## src/rtl/core/triggered_capture_recorder_assert.svh

```systemverilog
// Assertion macros shared by the recorder modules.
// Each use expects i_clk and i_rst_n in scope.
`ifndef TRIGGERED_CAPTURE_RECORDER_ASSERT_SVH
`define TRIGGERED_CAPTURE_RECORDER_ASSERT_SVH

// Same-cycle implication.
`define TCR_ASSERT_IMP(name, ante, cons) \
    name: assert property (@(posedge i_clk) disable iff (!i_rst_n) (ante) |-> (cons)) \
        else $error("tcr assertion failed");

// Next-cycle implication.
`define TCR_ASSERT_NXT(name, ante, cons) \
    name: assert property (@(posedge i_clk) disable iff (!i_rst_n) (ante) |=> (cons)) \
        else $error("tcr assertion failed");

`endif

```

## src/rtl/core/tcr_pkg.sv

```systemverilog
package tcr_pkg;

    typedef enum logic [1:0] {
        ACT_UPDATE = 2'd0,
        ACT_READ   = 2'd1,
        ACT_CLEAR  = 2'd2
    } t_action;

    typedef enum logic {
        REG_DURATION = 1'b0,
        REG_INTERVAL = 1'b1
    } t_reg_index;

    localparam logic [31:0] DEFAULT_DURATION = 32'd1500000;
    localparam logic [31:0] DEFAULT_INTERVAL = 32'd23437;
    localparam logic [4:0]  GEAR_NONE        = 5'h1F;

    localparam int DEF_MAX_SAMPLES    = 64;
    localparam int DEF_MAX_RECORDINGS = 8;
    localparam int DEF_VALUE_BITS     = 16;

    // Store commands issued with an accepted request.
    typedef struct packed {
        logic samp_we;
        logic hdr_we;
        logic rd_en;
    } t_cmd;

endpackage

```

## src/rtl/core/tcr_ctrl.sv

```systemverilog
`include "triggered_capture_recorder_assert.svh"

module tcr_ctrl
    import tcr_pkg::*;
#(
    parameter int MAX_SAMPLES    = DEF_MAX_SAMPLES,
    parameter int MAX_RECORDINGS = DEF_MAX_RECORDINGS,
    localparam int SLOTS  = MAX_RECORDINGS + 1,
    localparam int SLOT_W = $clog2(SLOTS),
    localparam int IDX_W  = (MAX_SAMPLES > 1) ? $clog2(MAX_SAMPLES) : 1,
    localparam int CNT_W  = $clog2(MAX_SAMPLES + 1),
    localparam int AW     = SLOT_W + IDX_W
) (
    input  logic                i_clk,
    input  logic                i_rst_n,
    input  logic                i_accept,
    input  logic [1:0]          i_action,
    input  logic [19:0]         i_step_time,
    input  logic                i_shifting,
    input  logic signed [4:0]   i_gear,
    input  logic [47:0]         i_sample_stamp,
    input  logic [3:0]          i_record_index,
    input  logic [6:0]          i_sample_index,
    input  logic                i_cfg_we,
    input  logic                i_cfg_index,
    input  logic [31:0]         i_cfg_data,
    output t_cmd                o_cmd,
    output logic [AW-1:0]       o_wr_addr,
    output logic [31:0]         o_wr_offset,
    output logic [SLOT_W-1:0]   o_hdr_slot,
    output logic [4:0]          o_hdr_from,
    output logic [4:0]          o_hdr_to,
    output logic [CNT_W-1:0]    o_hdr_cnt,
    output logic [47:0]         o_hdr_stamp,
    output logic [AW-1:0]       o_rd_addr,
    output logic [SLOT_W-1:0]   o_rd_slot,
    output logic                o_rec_ok,
    output logic [3:0]          o_kept
);

    localparam int RSW = ((SLOT_W > 4) ? SLOT_W : 4) + 1;

    logic                r_prev, n_prev;
    logic                r_cap, n_cap;
    logic [31:0]         r_el, n_el;
    logic [31:0]         r_since, n_since;
    logic [4:0]          r_sg, n_sg;
    logic [4:0]          r_lg, n_lg;
    logic [47:0]         r_stamp, n_stamp;
    logic [CNT_W-1:0]    r_cnt, n_cnt;
    logic [SLOT_W-1:0]   r_oldest, n_oldest;
    logic [SLOT_W-1:0]   r_kept, n_kept;
    logic [31:0]         r_duration, r_interval;

    logic                start, cap_b, store_now, close;
    logic [4:0]          sg_b, lg_b, lg_n;
    logic [47:0]         stamp_b;
    logic [CNT_W-1:0]    cnt_b, cnt_n;
    logic [31:0]         el_b, since_b, el_n, since_n;
    logic [32:0]         el_sum, since_sum;
    logic [SLOT_W:0]     cs_sum, cs_mod;
    logic [SLOT_W-1:0]   cap_slot;
    logic [RSW-1:0]      rs_sum, rs_mod;
    logic                rec_ok;
    t_cmd                cmd;

    // Ring slot positions: running capture fills the slot after the newest kept.
    always_comb begin
        cs_sum   = {1'b0, r_oldest} + {1'b0, r_kept};
        cs_mod   = (cs_sum >= (SLOT_W+1)'(SLOTS)) ? cs_sum - (SLOT_W+1)'(SLOTS) : cs_sum;
        cap_slot = cs_mod[SLOT_W-1:0];
        rs_sum   = RSW'(r_oldest) + RSW'(i_record_index);
        rs_mod   = (rs_sum >= RSW'(SLOTS)) ? rs_sum - RSW'(SLOTS) : rs_sum;
        rec_ok   = RSW'(i_record_index) < RSW'(r_kept);
    end

    // Capture arithmetic for an update request.
    always_comb begin
        start     = i_shifting && !r_prev && !r_cap;
        cap_b     = r_cap || start;
        sg_b      = start ? i_gear : r_sg;
        lg_b      = start ? i_gear : r_lg;
        stamp_b   = start ? i_sample_stamp : r_stamp;
        cnt_b     = start ? '0 : r_cnt;
        el_b      = start ? '0 : r_el;
        since_b   = start ? r_interval : r_since;
        el_sum    = {1'b0, el_b} + {13'b0, i_step_time};
        since_sum = {1'b0, since_b} + {13'b0, i_step_time};
        // saturate both timers
        el_n      = el_sum[32] ? '1 : el_sum[31:0];
        since_n   = since_sum[32] ? '1 : since_sum[31:0];
        lg_n      = (i_gear != sg_b) ? i_gear : lg_b;
        store_now = cap_b && (since_n >= r_interval) && (cnt_b < CNT_W'(MAX_SAMPLES));
        cnt_n     = cnt_b + CNT_W'(store_now);
        close     = cap_b && ((el_n >= r_duration) || (cnt_n == CNT_W'(MAX_SAMPLES)));
    end

    always_comb begin
        n_prev   = r_prev;
        n_cap    = r_cap;
        n_el     = r_el;
        n_since  = r_since;
        n_sg     = r_sg;
        n_lg     = r_lg;
        n_stamp  = r_stamp;
        n_cnt    = r_cnt;
        n_oldest = r_oldest;
        n_kept   = r_kept;
        cmd      = '0;
        if (i_accept) begin
            case (t_action'(i_action))
                ACT_UPDATE: begin
                    n_prev = i_shifting;
                    if (cap_b) begin
                        n_cap       = !close;
                        n_sg        = sg_b;
                        n_lg        = lg_n;
                        n_stamp     = stamp_b;
                        n_el        = el_n;
                        n_since     = store_now ? '0 : since_n;
                        n_cnt       = cnt_n;
                        cmd.samp_we = store_now;
                        // commit a non-empty capture, drop the oldest when full
                        if (close && (cnt_n != '0)) begin
                            cmd.hdr_we = 1'b1;
                            if (r_kept == SLOT_W'(MAX_RECORDINGS)) begin
                                n_oldest = (r_oldest == SLOT_W'(SLOTS - 1)) ?
                                           '0 : r_oldest + 1'b1;
                            end else begin
                                n_kept = r_kept + 1'b1;
                            end
                        end
                    end
                end
                ACT_READ: begin
                    cmd.rd_en = 1'b1;
                end
                ACT_CLEAR: begin
                    n_prev   = 1'b0;
                    n_cap    = 1'b0;
                    n_el     = '0;
                    n_since  = '0;
                    n_sg     = GEAR_NONE;
                    n_lg     = '0;
                    n_stamp  = '0;
                    n_cnt    = '0;
                    n_oldest = '0;
                    n_kept   = '0;
                end
                default: begin
                end
            endcase
        end
    end

    always_ff @(posedge i_clk) begin
        if (!i_rst_n) begin
            r_prev     <= 1'b0;
            r_cap      <= 1'b0;
            r_el       <= '0;
            r_since    <= '0;
            r_sg       <= GEAR_NONE;
            r_lg       <= '0;
            r_stamp    <= '0;
            r_cnt      <= '0;
            r_oldest   <= '0;
            r_kept     <= '0;
            r_duration <= DEFAULT_DURATION;
            r_interval <= DEFAULT_INTERVAL;
        end else begin
            r_prev   <= n_prev;
            r_cap    <= n_cap;
            r_el     <= n_el;
            r_since  <= n_since;
            r_sg     <= n_sg;
            r_lg     <= n_lg;
            r_stamp  <= n_stamp;
            r_cnt    <= n_cnt;
            r_oldest <= n_oldest;
            r_kept   <= n_kept;
            if (i_cfg_we) begin
                case (t_reg_index'(i_cfg_index))
                    REG_DURATION: r_duration <= (i_cfg_data == '0) ?
                                                DEFAULT_DURATION : i_cfg_data;
                    REG_INTERVAL: r_interval <= i_cfg_data;
                    default: begin
                    end
                endcase
            end
        end
    end

    assign o_cmd       = cmd;
    assign o_wr_addr   = {cap_slot, cnt_b[IDX_W-1:0]};
    assign o_wr_offset = el_n;
    assign o_hdr_slot  = cap_slot;
    assign o_hdr_from  = sg_b;
    assign o_hdr_to    = lg_n;
    assign o_hdr_cnt   = cnt_n;
    assign o_hdr_stamp = stamp_b;
    assign o_rd_slot   = rec_ok ? rs_mod[SLOT_W-1:0] : '0;
    assign o_rd_addr   = {o_rd_slot, i_sample_index[IDX_W-1:0]};
    assign o_rec_ok    = rec_ok;
    assign o_kept      = 4'(n_kept);

    `TCR_ASSERT_IMP(a_cap_not_full, r_cap, r_cnt < CNT_W'(MAX_SAMPLES))
    `TCR_ASSERT_IMP(a_samp_in_capture, cmd.samp_we, cap_b && !cmd.rd_en)
    `TCR_ASSERT_NXT(a_ring_drops_oldest,
                    cmd.hdr_we && (r_kept == SLOT_W'(MAX_RECORDINGS)),
                    (r_oldest != $past(r_oldest)) && (r_kept == $past(r_kept)))

endmodule

```

## config.mk

```make
export PLATFORM = sky130hd
export DESIGN_NAME = tcr_ctrl
export DESIGN_NICKNAME = d
export VERILOG_FILES = /design/src/rtl/core/tcr_pkg.sv /design/src/rtl/core/tcr_ctrl.sv
export VERILOG_INCLUDE_DIRS = /design/src /design/src/rtl/core
export SDC_FILE = /design/constraint.sdc
export NUM_CORES = 1
export LEC_CHECK = 0
export BUFFER_PORTS_ARGS = -buffer_cell sky130_fd_sc_hd__buf_2
export CORE_UTILIZATION = 50
export DETAILED_ROUTE_END_ITERATION = 7
export HOLD_SLACK_MARGIN = 0.03
export PLACE_DENSITY = 0.73
export SKIP_CTS_REPAIR_TIMING = 1
export SYNTH_ARGS = -nofsm -noshare
export SYNTH_HDL_FRONTEND = slang
export SYNTH_SLANG_ARGS = --single-unit
```

## constraint.sdc

```tcl
create_clock -name i_clk -period 26.1 [get_ports i_clk]
set_input_delay 5.22 -clock i_clk [delete_from_list [all_inputs] [get_ports i_clk]]
set_output_delay 5.22 -clock i_clk [all_outputs]
set_load 0.05 [all_outputs]
```

# Word level (Yosys, flattened, before mapping)
# Cells that the tools add are included.
# word_totals
regBits,203
in_bits,124
output_inout_bits,133
word_cells,101
# op_classes
n_addsub,9
n_lt_le_gt_ge,6
bitwise_logic,1
n_eq_ne,9
reduce_logical,20
n_mux,44
# op_table
cell,count
32-bit 2-to-1 mux,8
32-bit case mux with 2 select lines,2
48-bit 2-to-1 mux,2
48-bit case mux with 2 select lines,1
32-bit by 20-bit adder with 33-bit output,2
32-bit >= comparator,2
4-bit 2-to-1 mux,11
32-bit zero test,1
5-bit 2-to-1 mux,5
5-bit case mux with 2 select lines,2
4-bit case mux with 2 select lines,2
7-bit 2-to-1 mux,2
7-bit case mux with 2 select lines,1
4-bit by 4-bit adder with 5-bit output,2
5-bit by 4-bit >= comparator with 1-bit output (second input constant),2
4-bit by 1-bit adder with 4-bit output (second input constant),2
4-bit == test (second input constant),2
4-bit subtractor (second input constant),2
7-bit by 1-bit adder with 7-bit output,1
7-bit == test (second input constant),1
7-bit < comparator (second input constant),1
7-bit nonzero test,1
1-bit logical AND,6
2-bit != test (second input constant),3
other kinds (16),25

# Logic depth before layout (Yosys ltp)
# Gate-level depths: netlist (run 1).
# logic_depth
ltp_word,18
ltp_mapped,39
ltp_nobuf,34

# Worst setup path after synthesis (run 1)
# OpenSTA, ideal clock, no wires.
# synth_path
path_type,in2out
startpoint,input i_shifting
endpoint,output o_kept[0]
t_arrival_ps,14410
path_buffers,5
setup_slack_ps,6470
path_stages,39
t_required_ps,20880
path_cell_list,nor3b_4 buf_2 buf_1 clkbuf_1 buf_1 nand2_1 nand2_1 ha_1 inv_1 fa_1 nor2b_1 o21ai_1 a21oi_1 o41a_1 a21oi_1 o21ai_1 nand3_1 buf_2 [... 3 more ...] a31oi_1 o2111ai_1 nand2_1 o21a_1 nor3_1 o21ai_0 inv_1 ha_1 ha_1 and4_1 nor4_1 or3_1 or4_1 nor2_1 a211oi_2 nand3_1 xnor2_1 nor2_1
# synth_between
elab_chain_cells,17
word_cells_on_any_way,25
classes_between,3 x add/sub; 3 x order compare; 1 x eq/ne; 9 x mux; 9 x reduce/logical
# synth_rtl
item,line_no,rtl
start: declaration,tcr_ctrl.sv:19,"input logic i_shifting,"
1-bit logical AND * (2 in series),tcr_ctrl.sv:79,start = i_shifting && !r_prev && !r_cap;
32-bit 2-to-1 mux,tcr_ctrl.sv:86,since_b = start ? r_interval : r_since;
32-bit by 20-bit adder with 33-bit output,tcr_ctrl.sv:88,"since_sum = {1'b0, since_b} + {13'b0, i_step_time};"
32-bit 2-to-1 mux,tcr_ctrl.sv:91,since_n = since_sum[32] ? '1 : since_sum[31:0];
32-bit >= comparator,tcr_ctrl.sv:93,store_now = cap_b && (since_n >= r_interval) && (cnt_b < CNT_W'(MAX_SAMPLES));
1-bit logical AND (2 in series),tcr_ctrl.sv:93,
7-bit by 1-bit adder with 7-bit output *,tcr_ctrl.sv:94,cnt_n = cnt_b + CNT_W'(store_now);
named net o_hdr_cnt[4],tcr_ctrl.sv:33,"output logic [CNT_W-1:0] o_hdr_cnt,"
7-bit == test,tcr_ctrl.sv:95,close = cap_b && ((el_n >= r_duration) || (cnt_n == CNT_W'(MAX_SAMPLES)));
1-bit logical OR,tcr_ctrl.sv:95,
1-bit logical AND,tcr_ctrl.sv:95,
1-bit logical AND *,tcr_ctrl.sv:124,if (close && (cnt_n != '0)) begin
4-bit 2-to-1 mux *,tcr_ctrl.sv:124,
4-bit 2-to-1 mux *,tcr_ctrl.sv:114,if (cap_b) begin
4-bit case mux with 2 select lines *,tcr_ctrl.sv:111,case (t_action'(i_action))
4-bit 2-to-1 mux *,tcr_ctrl.sv:110,if (i_accept) begin
end: declaration,tcr_ctrl.sv:38,output logic [3:0] o_kept
# The timed path passes the listed nets; every way through them passes the cells marked *.

# Final worst setup path (run 1)
# layout_path
startpoint,input i_shifting
endpoint,output o_kept[0]
# layout_between
elab_chain_cells,17
word_cells_on_any_way,25
classes_between,3 x add/sub; 3 x order compare; 1 x eq/ne; 9 x mux; 9 x reduce/logical
# layout_rtl
item,line_no
1-bit logical AND * (2 in series),tcr_ctrl.sv:79
32-bit 2-to-1 mux,tcr_ctrl.sv:86
32-bit by 20-bit adder with 33-bit output,tcr_ctrl.sv:88
32-bit 2-to-1 mux,tcr_ctrl.sv:91
32-bit >= comparator,tcr_ctrl.sv:93
1-bit logical AND (2 in series),tcr_ctrl.sv:93
7-bit by 1-bit adder with 7-bit output,tcr_ctrl.sv:94
7-bit == test,tcr_ctrl.sv:95
1-bit logical OR,tcr_ctrl.sv:95
1-bit logical AND,tcr_ctrl.sv:95
1-bit logical AND,tcr_ctrl.sv:124
4-bit 2-to-1 mux,tcr_ctrl.sv:124
4-bit 2-to-1 mux *,tcr_ctrl.sv:114
4-bit case mux with 2 select lines *,tcr_ctrl.sv:111
4-bit 2-to-1 mux *,tcr_ctrl.sv:110
# Mark *: on every way between the ends. The rest lies on a longest branch, timed or not.

==> impl_metrics.yaml, run 1 <==
die:
  die-area_um2: 28200
  initial_utilization_pct: 51.0
  core_um2: 27000
  chipHeight_um: 168
  rows: 60
  die_x_um: 168
  io_pins: 257
finish:
  fin_nets: 2229
  n_fill_cell: 2510
  final_cell_area_um2: 16000
  final_cells: 2335
  final_util_pct: 59.1
  drive_above_1_share_pct: 16.1
  synthToLayoutAreaGrowth_pct: 15.8
yosys:
  synth_area_um2: 13800
  yosysTopAreaCellShare_pct: 29.5
  yosysSeqAreaShare_pct: 29.5
  synth.avg_cell_area_um2: 7.67
  syn_nets: 2050
  synth_seq_cells: 203
  yosysUniqueCellTypes: 69
  syn_inst: 1797
  synthFlopType: "dfxtp_1"
  async_flop_share_pct: 0
  yosysTopAreaCell: "dfxtp_1"
  synth-edff-count: 0
  synth.area.top_cells: "dfxtp_1 29%, ha_1 11%, nand2_1 11%, nor2b_1 4.1%, a22oi_1 4.0%"
  synth-warning-count: 0
placement:
  hpwl_um: 29500
  gp_congestion: 0.958
  pre_cts_slack_ns: 7.25
  dp_cells: 2291
  post_dp_cell_area_um2: 15100
  port_buffers: 243
routing:
  wl_per_cell_um: 17.6
  drc: 0
  ant_nets: 0
  viasPerCell: 5.86
  routed_wl_um: 41000
  first_iter_violations: 1096
  firstDrtPassIters: 5
  vias: 13700
grt:
  grtUsageMet1_pct: 37.5
  busiest_layer: "met2"
  grt_pass1_vias: 12600
  grt_use_total_pct: 28.3
  grt_antenna_before_repair: 1
  gr-total-overflow: 0
  grt_first_pass_wirelength_um: 64700
  grt_max_degree: 89
  grtUsageMet2_pct: 46.6
  use_met3_pct: 3.64
cts:
  path_clk_slew_ns: 0.06
  cts_tree: "built"
  numCtsBuffers: 24
  cts_sinks: 203
  cts-root-buf: "clkbuf_16"
  htreeDepth: 1
  clk_latency_ns: 0.53
  clock_path_buffers: 3
worst_setup_path:
  crit_start: "i_shifting"
  max_stage_delay_ns: 0.61
  cp_max_fo: 68
  crit_arrival_ns: 13.75
  crit_required_ns: 20.88
  rr_startpoint: "r_cap"
  cp-end-kind: "primary output"
  start_kind: "input pin"
  cp_common_cell: "ha_1"
  crit_slowest_cell: "o21ai_1"
  crit_type: "in -> out"
timing:
  slew_violations: 0
  period_share_pct: 72.7
  period_needed_ns: 18.97
  worst_slew_pin_slew_ns: 1.11
  skew_ns: 0.0204
  worst_slack_ns: 7.13
  finalSetupTns_ns: 0
  maxSlewHeadroom_pct: 25.7
  setup_viol: 0
  rsz0062_at_grt: "false"
  hold_viol: 0
  max_freq_mhz: 52.7
power_and_ir_drop:
  pwr-share-seq_pct: 36.6
  p_leak_uw: 0.00739
  swShare_pct: 31.4
  pwr-share-clk_pct: 40.7
  switchingPower_uw: 277
  p_int_uw: 605
  p_per_area_nw_per_um2: 55.2
  ir_drop_mv: 0.0463
  power_frac_comb_pct: 22.7
hold_path:
  min_path_type: "reg -> reg"
  holdCritStartpoint: "r_cnt[0]"
job:
  cap_violations: 0
run_status:
  outcome: "completed"
## worst max-delay path, delay by kind of cell
kind / cells / cell delay [ns]
compound gates: 10 / 2.60
xor+xnor: 1 / 0.17
fa+ha+maj: 5 / 1.32
buf+inv: 6 / 1.34
simple gates: 15 / 3.08
## Yosys cell counts (all sizes together), types with 8 or more instances
library cell,count
xor2,24
and3,14
clkbuf,77
dfxtp,203
nor2b,90
inv,92
nand3,27
nand4,18
a211oi,9
o22ai,12
buf,27
mux2i,17
o211ai,15
a21o,32
and2,36
a21boi,52
nor2,66
a31oi,8
a22o,37
o21ai,77
a21oi,74
xnor2,38
nand2,405
ha,125
a22oi,74
nor3,21
o21a,12
nor4,15
nand2b,13
or3,10
## sequential cells by signal, indices dropped and copies added, names as in the netlist
signal      cells
r_cnt           7
r_el           32
r_stamp        48
r_lg            5
r_since        32
r_duration     32
r_interval     32
r_cap           1
r_kept          4
r_prev          1
r_oldest        4
r_sg            5
## per-stage QoR
step                hold WS (ns)  power [uW]
finish                     0.464         882
global route               0.480         916
CTS                        0.467         883
detailed placement         0.459         526
global placement           0.447         522
floorplan                  0.425         474
## worst paths after layout
path | slack, ns | depth (start not counted) | to
max reg2reg | 17.25 | 37 | r_oldest[3]
min reg2reg | 0.46 | 2 | r_cnt[0]
min | 0.46 | 2 | r_cnt[0]
max | 7.13 | 37 | o_kept[0]
## layout by cell type, fill, tap and decap left out, drive strengths merged, types with 38 or more instances in the layout
cell type,synthesis,routed
a21oi,74,74
o21ai,77,77
inv,92,92
xnor2,38,38
nor2b,90,90
nand2,405,405
a21boi,52,52
buf,27,257
nor2,66,66
ha,125,125
dfxtp,203,203
a22oi,74,74
## area by class of cell
cell class                 count  area [um2]  share of cell area, %
antenna                        1        2.50                 0.0157
clock buffer                  32         681                   4.26
clock inverter                11         169                   1.06
inverter                      92         345                   2.16
multi-input combinational   1398        8950                   56.1
sequential                   203        4060                   25.5
tap                          341         427                   2.67
timing repair buffer         257        1320                   8.29
## cell families after synthesis
family	count (synthesis)	synth area share [%]
XOR/XNOR	62	3.94
adder cells (fa/ha/maj)	129	11.9
AO/OA/AOI/OAI	446	22.4
flip-flops	203	29.5
AND/OR/NAND/NOR	739	24.9
buffers and inverters	196	5.75
multiplexers	22	1.64
## metal layers
layer  part of all wire (%)  routed length, um
met3                    6.1               2520
met2                     45              18600
met1                     45              18500
met4                    3.5               1420
met5                      0                  0
## power groups by stage
stage	registers (uW)	clock network, uW	logic, uW
detailed placement	330	0	196
global placement	329	0	193
floorplan	328	0	146
global route	324	375	217
CTS	323	363	198
finish	323	359	200
No activity file was read; power rests on OpenSTA's default activity.
==> run 2, diff against run 1 <==
- clock period: 26.1 -> 18.6 ns (I/O delays scaled with it)
==> run 2 against run 1 <==
Against the previous run:
- final area decreased by 0.29%
- final cell count about the same
- clock skew decreased by 0.011 ns
- worst hold slack got worse by 0.0036 ns
- clock power increased by 36%
- global-route usage decreased by 0.66 points
- critical path type unchanged
- largest cell class unchanged
- highest routed layer unchanged
==> impl_metrics.yaml, run 2 (synthesis gave the netlist of run 1 again) <==
run_status:
  outcome: "completed"
routing:
  ant_nets: 0
  wl_per_cell_um: 17.1
  firstDrtPassIters: 5
  vias: 13300
  first_iter_violations: 1109
  viasPerCell: 5.70
  routed_wl_um: 39900
  drc: 0
worst_setup_path:
  crit_slowest_cell: "or3b_4"
  cp-end-kind: "primary output"
  start_kind: "input pin"
  crit_type: "in -> out"
  cp_max_fo: 67
  rr_startpoint: "r_cap"
  r2r_cells: 36
  cp_common_cell: "ha_1"
  crit_required_ns: 14.88
  worst-r2r-setup-slack_ns: 9.96
  max_stage_delay_ns: 0.70
  crit_start: "i_shifting"
  r2r_end: "r_oldest[3]"
  crit_arrival_ns: 11.98
  crit_end: "o_kept[3]"
grt:
  grt_use_total_pct: 27.6
  grt_first_pass_wirelength_um: 63200
  grt_max_degree: 87
  grt_antenna_before_repair: 2
  gr-total-overflow: 0
  grt_pass1_vias: 12300
power_and_ir_drop:
  ir_drop_mv: 0.0600
  p_leak_uw: 0.00736
  power_uw: 1220
  p_per_area_nw_per_um2: 76.5
placement:
  gp_congestion: 0.960
  hpwl_um: 29000
  port_buffers: 243
  pre_cts_slack_ns: 2.99
timing:
  finalSetupTns_ns: 0
  maxSlewHeadroom_pct: 29.3
  max_freq_mhz: 63.7
  slew_violations: 0
  worst_slack_ns: 2.90
  period_share_pct: 84.4
  setup_viol: 0
  hold_viol: 0
  worst_slew_pin_slew_ns: 1.06
  period_needed_ns: 15.70
  rsz0062_at_grt: "false"
  skew_ns: 0.00957
finish:
  largest_reg_flops: 48
  fin_nets: 2227
  largest-register: "r_stamp"
  final_common_cell: "nand2_1"
  drive_above_1_share_pct: 16.0
  layout_common_cells: "405 x nand2_1, 242 x buf_2, 203 x dfxtp_1"
  synthToLayoutAreaGrowth_pct: 15.5
cts:
  cts-root-buf: "clkbuf_16"
  clk_latency_ns: 0.53
  numCtsBuffers: 24
  cts_tree: "built"
  path_clk_slew_ns: 0.06
  clock_path_buffers: 3
  cts_sinks: 203
  htreeDepth: 1
hold_path:
  min_path_type: "reg -> reg"
  holdCritStartpoint: "r_cnt[0]"
die:
  initial_utilization_pct: 51.0
  core_um2: 27000
  die-area_um2: 28200
  chipHeight_um: 168
  rows: 60
  io_pins: 257
  die_x_um: 168
job:
  cap_violations: 0
run 2: changes by cell type in the layout (fill, tap and decap cells not counted), sizes merged:
cell,previous run,this run
clkbuf,32,31
bufinv,4,3
diode,1,2
buf,257,255
clkinv,6,8
run 2: where the power goes:
part | internal (uW) | switching (uW)
clock | 294 | 192
sequential | 446 | 6.75
combinational | 90.2 | 188
run 2: worst min path at each step:
stage / end / slack, ns / cells after the start
2_1_floorplan: r_since[0] / 0.42 / 2
3_3_place_gp: r_cnt[0] / 0.45 / 2
3_5_place_dp: r_cnt[0] / 0.45 / 2
4_1_cts: r_cnt[0] / 0.46 / 2
5_1_grt: r_since[13] / 0.49 / 1
6_report: r_cnt[0] / 0.46 / 2
run 2: stage by stage:
stage / hold slack (ns) / utilization (%) / area, um2 / cells
floorplan: 0.425 / - / 13800 / 1797
global placement: 0.447 / 55.9 / 15100 / 2289
detailed placement: 0.454 / 55.9 / 15100 / 2289
CTS: 0.462 / 58.9 / 15900 / 2332
global route: 0.488 / 58.9 / 15900 / 2334
finish: 0.460 / 58.9 / 15900 / 2334
run 2: area by class of cell:
cell class	instances	area [um2]
Fill cell	2489	11100
Multi-Input combinational cell	1398	8950
Sequential cell	203	4060
Timing Repair Buffer	255	1310
Clock buffer	31	667
Tap cell	341	427
Inverter	92	345
Clock inverter	12	149
Antenna cell	2	5.00
run 2: worst max-delay path: cells and delay by family:
family | cells | cell delay [ns]
and+or+nand+nor | 15 | 3.46
AOI/OAI and AO/OA | 10 | 2.51
adders and majority gates | 5 | 1.30
buffers and inverters | 5 | 0.77
xor gates and xnor gates | 1 | 0.17
run 2: metal layers:
metal	track usage, %	wire, um
met3	3.97	2840
met2	45.4	18100
met4	10.5	1350
met5	0	0
met1	36.6	17700
